<file path="src/rtl/pes_pkg.sv">
// Shared constants and controller/datapath interface types for the
// product-except-self block. No dependencies.
package pes_pkg;

    localparam int DATA_W      = 32;
    localparam int MAX_LEN_DEF = 64;

    // Commands from the controller to the datapath
    typedef struct packed {
        logic load;        // input transaction accepted
        logic walk_start;  // last element seen: point index at final stored entry
        logic rd;          // read both stores at the current index
        logic walk_upd;    // apply suffix product, step index down
        logic idx_inc;     // result taken, step index up
        logic clear;       // vector done: return accumulators to reset values
    } t_cmd;

    // Status from the datapath to the controller
    typedef struct packed {
        logic idx_zero;
        logic idx_last;
        logic dropped;
    } t_sts;

endpackage

</file>
<file path="src/rtl/pes_ctrl.sv">
// Controller for the product-except-self block: sequences load, backward
// walk and emission. Depends on pes_pkg.
module pes_ctrl (
    input  logic          i_clk,
    input  logic          i_rst_n,
    input  logic          i_valid,
    input  logic          i_last_element,
    output logic          o_ready,
    output logic          o_valid,
    input  logic          i_ready,
    output pes_pkg::t_cmd o_cmd,
    input  pes_pkg::t_sts i_sts
);

    localparam logic [2:0] S_LOAD     = 3'd0;
    localparam logic [2:0] S_WALK_RD  = 3'd1;
    localparam logic [2:0] S_WALK_WR  = 3'd2;
    localparam logic [2:0] S_EMIT_RD  = 3'd3;
    localparam logic [2:0] S_EMIT_OUT = 3'd4;

    logic [2:0] r_state;
    logic [2:0] n_state;

    always_comb begin
        n_state = r_state;
        o_cmd   = '0;
        o_ready = 1'b0;
        o_valid = 1'b0;
        unique case (r_state)
            S_LOAD: begin
                o_ready = 1'b1;
                if (i_valid) begin
                    o_cmd.load = 1'b1;
                    if (i_last_element) begin
                        o_cmd.walk_start = 1'b1;
                        n_state          = S_WALK_RD;
                    end
                end
            end
            S_WALK_RD: begin
                o_cmd.rd = 1'b1;
                n_state  = S_WALK_WR;
            end
            S_WALK_WR: begin
                o_cmd.walk_upd = 1'b1;
                n_state        = i_sts.idx_zero ? S_EMIT_RD : S_WALK_RD;
            end
            S_EMIT_RD: begin
                o_cmd.rd = 1'b1;
                n_state  = S_EMIT_OUT;
            end
            S_EMIT_OUT: begin
                o_valid = 1'b1;
                if (i_ready) begin
                    if (i_sts.idx_last) begin
                        o_cmd.clear = 1'b1;
                        n_state     = S_LOAD;
                    end else begin
                        o_cmd.idx_inc = 1'b1;
                        n_state       = S_EMIT_RD;
                    end
                end
            end
            default: begin
                n_state = S_LOAD;
            end
        endcase
    end

    always_ff @(posedge i_clk) begin
        if (!i_rst_n) begin
            r_state <= S_LOAD;
        end else begin
            r_state <= n_state;
        end
    end

endmodule

</file>
<file path="config.mk">
export PLATFORM = sky130hd
export DESIGN_NAME = pes_ctrl
export DESIGN_NICKNAME = d
export VERILOG_FILES = /design/src/rtl/pes_pkg.sv /design/src/rtl/pes_ctrl.sv
export SDC_FILE = /design/constraint.sdc
export NUM_CORES = 1
export LEC_CHECK = 0
export ABC_AREA = 1
export BUFFER_PORTS_ARGS = -buffer_cell sky130_fd_sc_hd__buf_2
export CAP_MARGIN = 20
export CORE_AREA = 4 4 41 43
export CTS_BUF_LIST = sky130_fd_sc_hd__clkbuf_8
export CTS_CLUSTER_SIZE = 30
export DETAILED_ROUTE_END_ITERATION = 10
export DIE_AREA = 0 0 45 47
export GPL_ROUTABILITY_DRIVEN = 0
export PLACE_DENSITY_LB_ADDON = 0.2
export SYNTH_ARGS = -nofsm -noshare
export SYNTH_HDL_FRONTEND = slang
export SYNTH_SLANG_ARGS = --single-unit
</file>
<file path="constraint.sdc">
create_clock -name i_clk -period 1.6 [get_ports i_clk]
set_input_delay 0.48 -clock i_clk [delete_from_list [all_inputs] [get_ports i_clk]]
set_output_delay 0.48 -clock i_clk [all_outputs]
set_load 0.005 [all_outputs]
</file>
=== After elaboration in Yosys (flattened, before gate mapping) ===
Index checks and enable logic that the tools add are counted.

* Register bits after elaboration: 3
* Bits of input ports: 8
* Output and inout port bits: 8
* Logic and storage cells: 28

* Equal/unequal tests: 7
* Muxes and demuxes: 17
* Reductions and logical operators: 3

{| class="wikitable"
|+ Operator list
! operator !! count
|-
| 3-bit case mux with 5 select lines || 1
|-
| 2-bit two-way mux || 6
|-
| 3-bit two-way mux || 3
|-
| 1-bit two-way mux || 7
|-
| 3-bit by 2-bit == test with 1-bit output (second input constant) || 2
|-
| 2-bit inequality test (second input constant) || 3
|-
| 3-bit by 1-bit == test with 1-bit output (second input constant) || 1
|-
| 3-bit == test (second input constant) || 1
|-
| 3-bit zero test || 1
|-
| 3-bit AND reduction || 1
|-
| 2-bit OR reduction || 1
|}

=== Depth between registers and ports, before layout ===
Gate-level depths: netlist of the first run.

* Depth after elaboration: 3
* Gate-level depth with buffers: 5
* Gate-level depth less buffers: 5

=== Least setup slack after synthesis of the first run ===
OpenSTA, ideal clock, no wires.

* Path kind: register to output
* Start point: reg r_state[1]
* End point: out o_cmd[0] in the netlist's numbering
* Data arrival time: 0.743 ns
* Data required time: 1.120 ns
* Path slack: 0.377 ns
* Stages on the path, launching flop included: 4
* Cell sequence: dfxtp_1 -> nor2_4 -> nand2_1 -> nor3_1

{| class="wikitable"
|+ RTL lines
! what !! RTL line !! RTL
|-
| from (decl) || pes_ctrl.sv:21 || <nowiki>logic [2:0] r_state;</nowiki>
|-
| from (signal assigned) || pes_ctrl.sv:74 || <nowiki>r_state <= n_state;</nowiki>
|-
| to (decl) || pes_ctrl.sv:11 || <nowiki>output pes_pkg::t_cmd o_cmd,</nowiki>
|}

==> flow_summary_export.csv, run 1 <==
group,metric,value,unit
logic_synthesis,seq_area_frac_synth,25.8,%
final_layout,regMostFlops,"r_state",
clock_tree,clockBufferDepth,2,
pwr,irDropWorstVdd,0.000452,V
clock_tree,h-tree-depth,1,
worst_hold_path,hold_class,"input port to flip-flop",
final_layout,top_regs,"r_state: 3 flops",
worst_setup_path,arrival,1.03,ns
routing,drt_iter0_drc,0,
clock_tree,cts_made_buffers,3,
grt,grt_pass1_wl,807,microns
status,status,"finished clean",
final_layout,layout_common_cells,"buf_2, inv_1, nor2_1, nand2_1, nand3_1",
die,die_h,47,microns
clock_tree,cts_root_buf,"clkbuf_8",
worst_setup_path,cp_max_fo,5,
worst_setup_path,cp_slowest_stage_delay,0.34,ns
final_layout,final_design_area_no_fill,380,sq um
sta,tightestPinTransition,0.196,ns
clock_tree,ctsHoldBuffers,0,
final_layout,num_antenna_cells,0,
placement,dp_hpwl,462,microns
die,io_pins,16,
final_layout,fin_cells,74,
worst_setup_path,path_class,"flip-flop to primary output",
job,drv_cap,0,
grt,grt-ovfl-total,0,
worst_setup_path,crit_buf_inv,1,
logic_synthesis,netlist_area,233,sq um
die,core_area,1300,sq um
logic_synthesis,yosysWarnings,0,
sta,slew-limit-headroom,86.9,%
grt,first_global_vias,223,
routing,num_vias,259,
grt,track_usage,5.37,%
sta,max_freq,0.662,GHz
logic_synthesis,syn_area_per_cell,5.82,sq um
worst_setup_path,cpMaxStageDelayCell,"dfxtp_1",
worst_setup_path,crit_chain,"nor2_4, nand2_1, nor3_2, buf_2",
worst_setup_path,startpoint_type,"flip-flop",
grt,grt_max_degree,7,
logic_synthesis,syn_inst,40,
sta,hold_violations,0,
clock_tree,cts_tree,"built",
routing,drc_errors,0,
sta,post-route-period-util,94.5,%
worst_setup_path,end_kind,"primary output",
placement,place_area,322,sq um
pwr,leakagePower,0.240,nW
final_layout,layout_commonest_cell,"buf_2",
routing,wirelength,554,microns
logic_synthesis,synthTopCellsByArea,"dfxtp_1, inv_1, nor2_1",
die,start_util,17.9,%
routing,ant_nets,0,
logic_synthesis,ys_ff_latch,3,
final_layout,fillers,150,
routing,avgRoutedWirePerCell,7.49,microns
worst_setup_path,critPathTopFamily,"simple AND/OR/NAND/NOR gates",
placement,port_buffers,14,
pwr,powerDensity,940,nW/um^2
grt,antenna_found_initial,0,
routing,vias_per_cell,3.50,
logic_synthesis,yosysUniqueCellTypes,10,
die,dieArea,2120,sq um
final_layout,area_delta_synth_final,63.4,%
sta,rsz0062_at_grt,"yes",
sta,finalSetupViolations,0,
sta,drv_slew,0,
routing,drtPass1Iterations,1,
final_layout,utilization,29.2,%
die,die_w,45,microns
logic_synthesis,synth_top_area_cell,"dfxtp_1",
sta,min_period,1.51,ns
final_layout,layout-drive-gt1-share,42.4,%
clock_tree,clk_latency,0.21,ns
logic_synthesis,synth_top_area_share,25.8,%
clock_tree,cts.clk_slew.worst_paths,0.03,ns
clock_tree,cts_sinks,3,
logic_synthesis,syn_nets,48,
final_layout,num-nets-final,68,
worst_setup_path,cp_data_required_time,1.12,ns
placement,dp.cells,69,
die,rows,13,
sta,fin_skew,0.00103,ns
final_layout,largest_reg_flops,3,
[cells in the mapped netlist, drive strengths merged]
cell	count
nor2	11
nand2	6
a21oi	1
dfxtp	3
inv	11
nor3	1
nand3	7
[kinds of logic after synthesis]
| group | count (synthesis) | share of synthesized area [%] |
|---|---|---|
| AND/OR/NAND/NOR | 25 | 54.3 |
| buffers and inverters | 11 | 17.7 |
| flip-flops | 3 | 25.8 |
| AO/OA/AOI/OAI | 1 | 2.15 |
[per-stage QoR]
step | hold WS (ns) | power [mW] | setup TNS (ns) | worst slack [ns]
final | 0.513 | 0.357 | 0 | 0.0885
after global routing | 0.527 | 0.377 | -0.00263 | -0.00263
after CTS | 0.520 | 0.361 | 0 | 0.0163
after detailed placement | 0.567 | 0.144 | 0 | 0.162
after global placement | 0.578 | 0.144 | 0 | 0.166
after floorplan | 0.540 | 0.121 | 0 | 0.377
[worst paths after layout]
path,slack [ns],from,endpoint,depth (start not counted)
setup / recovery,0.09,r_state[0]$_SDFFE_PN0P_,o_cmd[0],4
hold / removal,0.51,i_rst_n,r_state[2]$_SDFFE_PN0P_,3
setup reg to reg,0.63,r_state[0]$_SDFFE_PN0P_,r_state[1]$_SDFFE_PN0P_,6
hold reg to reg,0.56,r_state[0]$_SDFFE_PN0P_,r_state[2]$_SDFFE_PN0P_,2
[final cells by class]
cell class	instances	area, sq um	area share [%]
sequential	3	61.3	16.1
timing repair buffer	15	77.6	20.4
inverter	11	41.3	10.9
tap	15	18.8	4.93
clock buffer	3	41.3	10.9
clock inverter	1	3.75	0.987
multi-input combinational	26	136	35.9
[per-layer routing]
metal | part of all wire (%) | global-route usage [%] | vias to the layer above
met5 | 0 | 0 | -
met4 | 0 | 5.26 | 0
met3 | 7.2 | 1.15 | 0
met2 | 43 | 7.06 | 8
met1 | 50 | 7.03 | 95
li1 | - | - | 156
[timing repair]
item                       in CTS  in global routing
resized for setup               0                  2
setup endpoints to repair       0                  6
setup buffers                   0                  1
[worst reg2reg max path, delay by kind of cell, from the launching register on]
kind          cells  cell delay [ns]
buf+inv           1             0.13
flops             1             0.34
simple gates      5             0.42
[where the power goes]
| group | switching (mW) | internal [mW] |
|---|---|---|
| Combinational | 0.0325 | 0.0302 |
| Sequential | 0.00525 | 0.0790 |
| Clock | 0.0473 | 0.163 |
| Total | 0.0851 | 0.272 |
Power figures use the tool's default switching activity.
==> run 2, diff against run 1 <==
==> constraint.sdc (replaced) <==
create_clock -name i_clk -period 1.4 [get_ports i_clk]
set_input_delay 0.42 -clock i_clk [delete_from_list [all_inputs] [get_ports i_clk]]
set_output_delay 0.42 -clock i_clk [all_outputs]
set_load 0.005 [all_outputs]
==> flow_summary_export.csv, run 2 (same netlist as run 1, synthesis figures left out) <==
group,metric,value,unit
status,status,"complete, but fails checks",
status,violations,"negative setup slack",
worst_setup_path,arrival,1.00,ns
final_layout,num_antenna_cells,0,
worst_setup_path,startpoint_type,"flip-flop",
final_layout,layout_commonest_cell,"buf_2",
grt,track_usage,5.76,%
sta,post-route-period-util,101,%
worst_hold_path,hold_path_end,"r_state[2]$_SDFFE_PN0P_",
pwr,powerDensity,1040,nW/um^2
clock_tree,cts_made_buffers,3,
placement,dp_hpwl,458,microns
grt,grt-ovfl-total,0,
routing,ant_nets,0,
die,die_w,45,microns
routing,drc_errors,0,
clock_tree,cts_sinks,3,
grt,grt_pass1_wl,862,microns
final_layout,layout-drive-gt1-share,51.7,%
clock_tree,clockBufferDepth,2,
die,io_pins,16,
clock_tree,cts.clk_slew.worst_paths,0.03,ns
clock_tree,cts_tree,"built",
worst_setup_path,ff2ff_setup_slack,0.42,ns
pwr,p_total,0.411,mW
final_layout,largest_reg_flops,3,
worst_hold_path,hold-path-cell-count,3,
die,rows,13,
worst_setup_path,r2r-end,"r_state[1]$_SDFFE_PN0P_",
worst_setup_path,reg2reg_depth,5,
worst_setup_path,cp_max_fo,4,
worst_setup_path,crit_chain,"nor2_4, nand2_2, nor3_2, buf_2",
pwr,irDropWorstVdd,0.000513,V
sta,tightestPinTransition,0.144,ns
worst_setup_path,rr_startpoint,"r_state[0]$_SDFFE_PN0P_",
worst_setup_path,cp_data_required_time,0.98,ns
final_layout,final_design_area_no_fill,395,sq um
clock_tree,ctsHoldBuffers,0,
worst_setup_path,crit_path_start,"r_state[0]$_SDFFE_PN0P_",
grt,first_global_vias,230,
clock_tree,h-tree-depth,1,
die,dieArea,2120,sq um
grt,antenna_found_initial,0,
job,drv_cap,0,
sta,min_period,1.42,ns
final_layout,regMostFlops,"r_state",
clock_tree,clk_latency,0.21,ns
final_layout,top_regs,"r_state: 3 flops",
sta,setup_ws,-0.0195,ns
worst_setup_path,path_class,"flip-flop to primary output",
sta,max_freq,0.704,GHz
final_layout,fillers,163,
die,core_area,1300,sq um
placement,dp.cells,69,
final_layout,fin_cells,75,
die,die_h,47,microns
routing,num_vias,282,
final_layout,layout_common_cells,"buf_2, inv_1, nor2_1, nand3_1, nand2_1",
die,start_util,17.9,%
final_layout,utilization,30.4,%
sta,rsz0062_at_grt,"yes",
worst_hold_path,hold_class,"input port to flip-flop",
final_layout,area_delta_synth_final,69.9,%
final_layout,num-nets-final,69,
worst_hold_path,hold_start,"i_rst_n",
sta,hold_violations,0,
sta,fin_skew,0.000668,ns
routing,wirelength,571,microns
clock_tree,cts_root_buf,"clkbuf_8",
worst_setup_path,cp_slowest_stage_delay,0.33,ns
sta,drv_slew,0,
sta,slew-limit-headroom,90.4,%
worst_setup_path,end_kind,"primary output",
routing,drt_iter0_drc,3,
routing,vias_per_cell,3.76,
worst_setup_path,cpMaxStageDelayCell,"dfxtp_2",
placement,port_buffers,14,
sta,finalSetupViolations,3,
grt,grt_max_degree,6,
routing,drtPass1Iterations,4,
routing,avgRoutedWirePerCell,7.61,microns
placement,place_area,322,sq um
pwr,leakagePower,0.246,nW
-- run 2: cell count changes in the layout (fill, tap and decap cells not counted) --
cell,change
inv_1,-1
dfxtp_1,-2
inv_2,+1
dfxtp_2,+2
nand2_2,+2
nand2_1,-2
buf_4,+1
-- run 2: worst max-delay path by stage --
stage	endpoint	slack, ns	cells after the start
2_1_floorplan	o_cmd[0]	0.24	3
5_1_grt	o_cmd[1]	-0.10	4
4_1_cts	o_cmd[0]	-0.03	4
3_3_place_gp	o_cmd[1]	0.08	5
3_5_place_dp	o_cmd[1]	0.08	5
6_report	o_cmd[0]	-0.02	4
-- run 2: metrics by stage --
step / TNS, ns / setup slack (ns) / hold slack (ns)
after floorplan: 0 / 0.237 / 0.540
after global placement: 0 / 0.0847 / 0.577
after detailed placement: 0 / 0.0817 / 0.569
after CTS: -0.0862 / -0.0318 / 0.454
after global routing: -0.447 / -0.102 / 0.472
final: -0.0335 / -0.0195 / 0.459
-- run 2: power breakdown --
part	total [mW]	switching, mW	internal, mW
clock	0.239	0.0528	0.186
sequential	0.0972	0.00601	0.0912
combinational	0.0747	0.0392	0.0356
-- run 2: what timing repair did --
action | CTS | global route
gates cloned | 0 | 0
endpoints found under the setup margin | 7 | 8
gates resized for setup | 7 | 0
pin swaps | 2 | 2
buffers inserted | 2 | 0
-- run 2: final cells by class --
type                    instances  area (sq um)  area share (%)
clock inverters                 1          3.75           0.949
inverters                      11          41.3            10.4
multi-input cells              26           141            35.8
flip-flops and latches          3          63.8            16.1
well taps                      15          18.8            4.75
clock buffers                   3          41.3            10.4
repair buffers                 16          85.1            21.5
-- run 2: critical path: cells and delay by family (launching register included) --
kind / cells / cell delay (ns)
flip-flops: 1 / 0.33
AND/OR/NAND/NOR: 3 / 0.33
buffers and inverters: 1 / 0.12
-- run 2: layer usage --
metal | part of all wire (%) | GRT usage (%)
met5 | 0 | 0
met4 | 0 | 5.26
met3 | 8.2 | 1.15
met2 | 44 | 7.91
met1 | 48 | 7.47
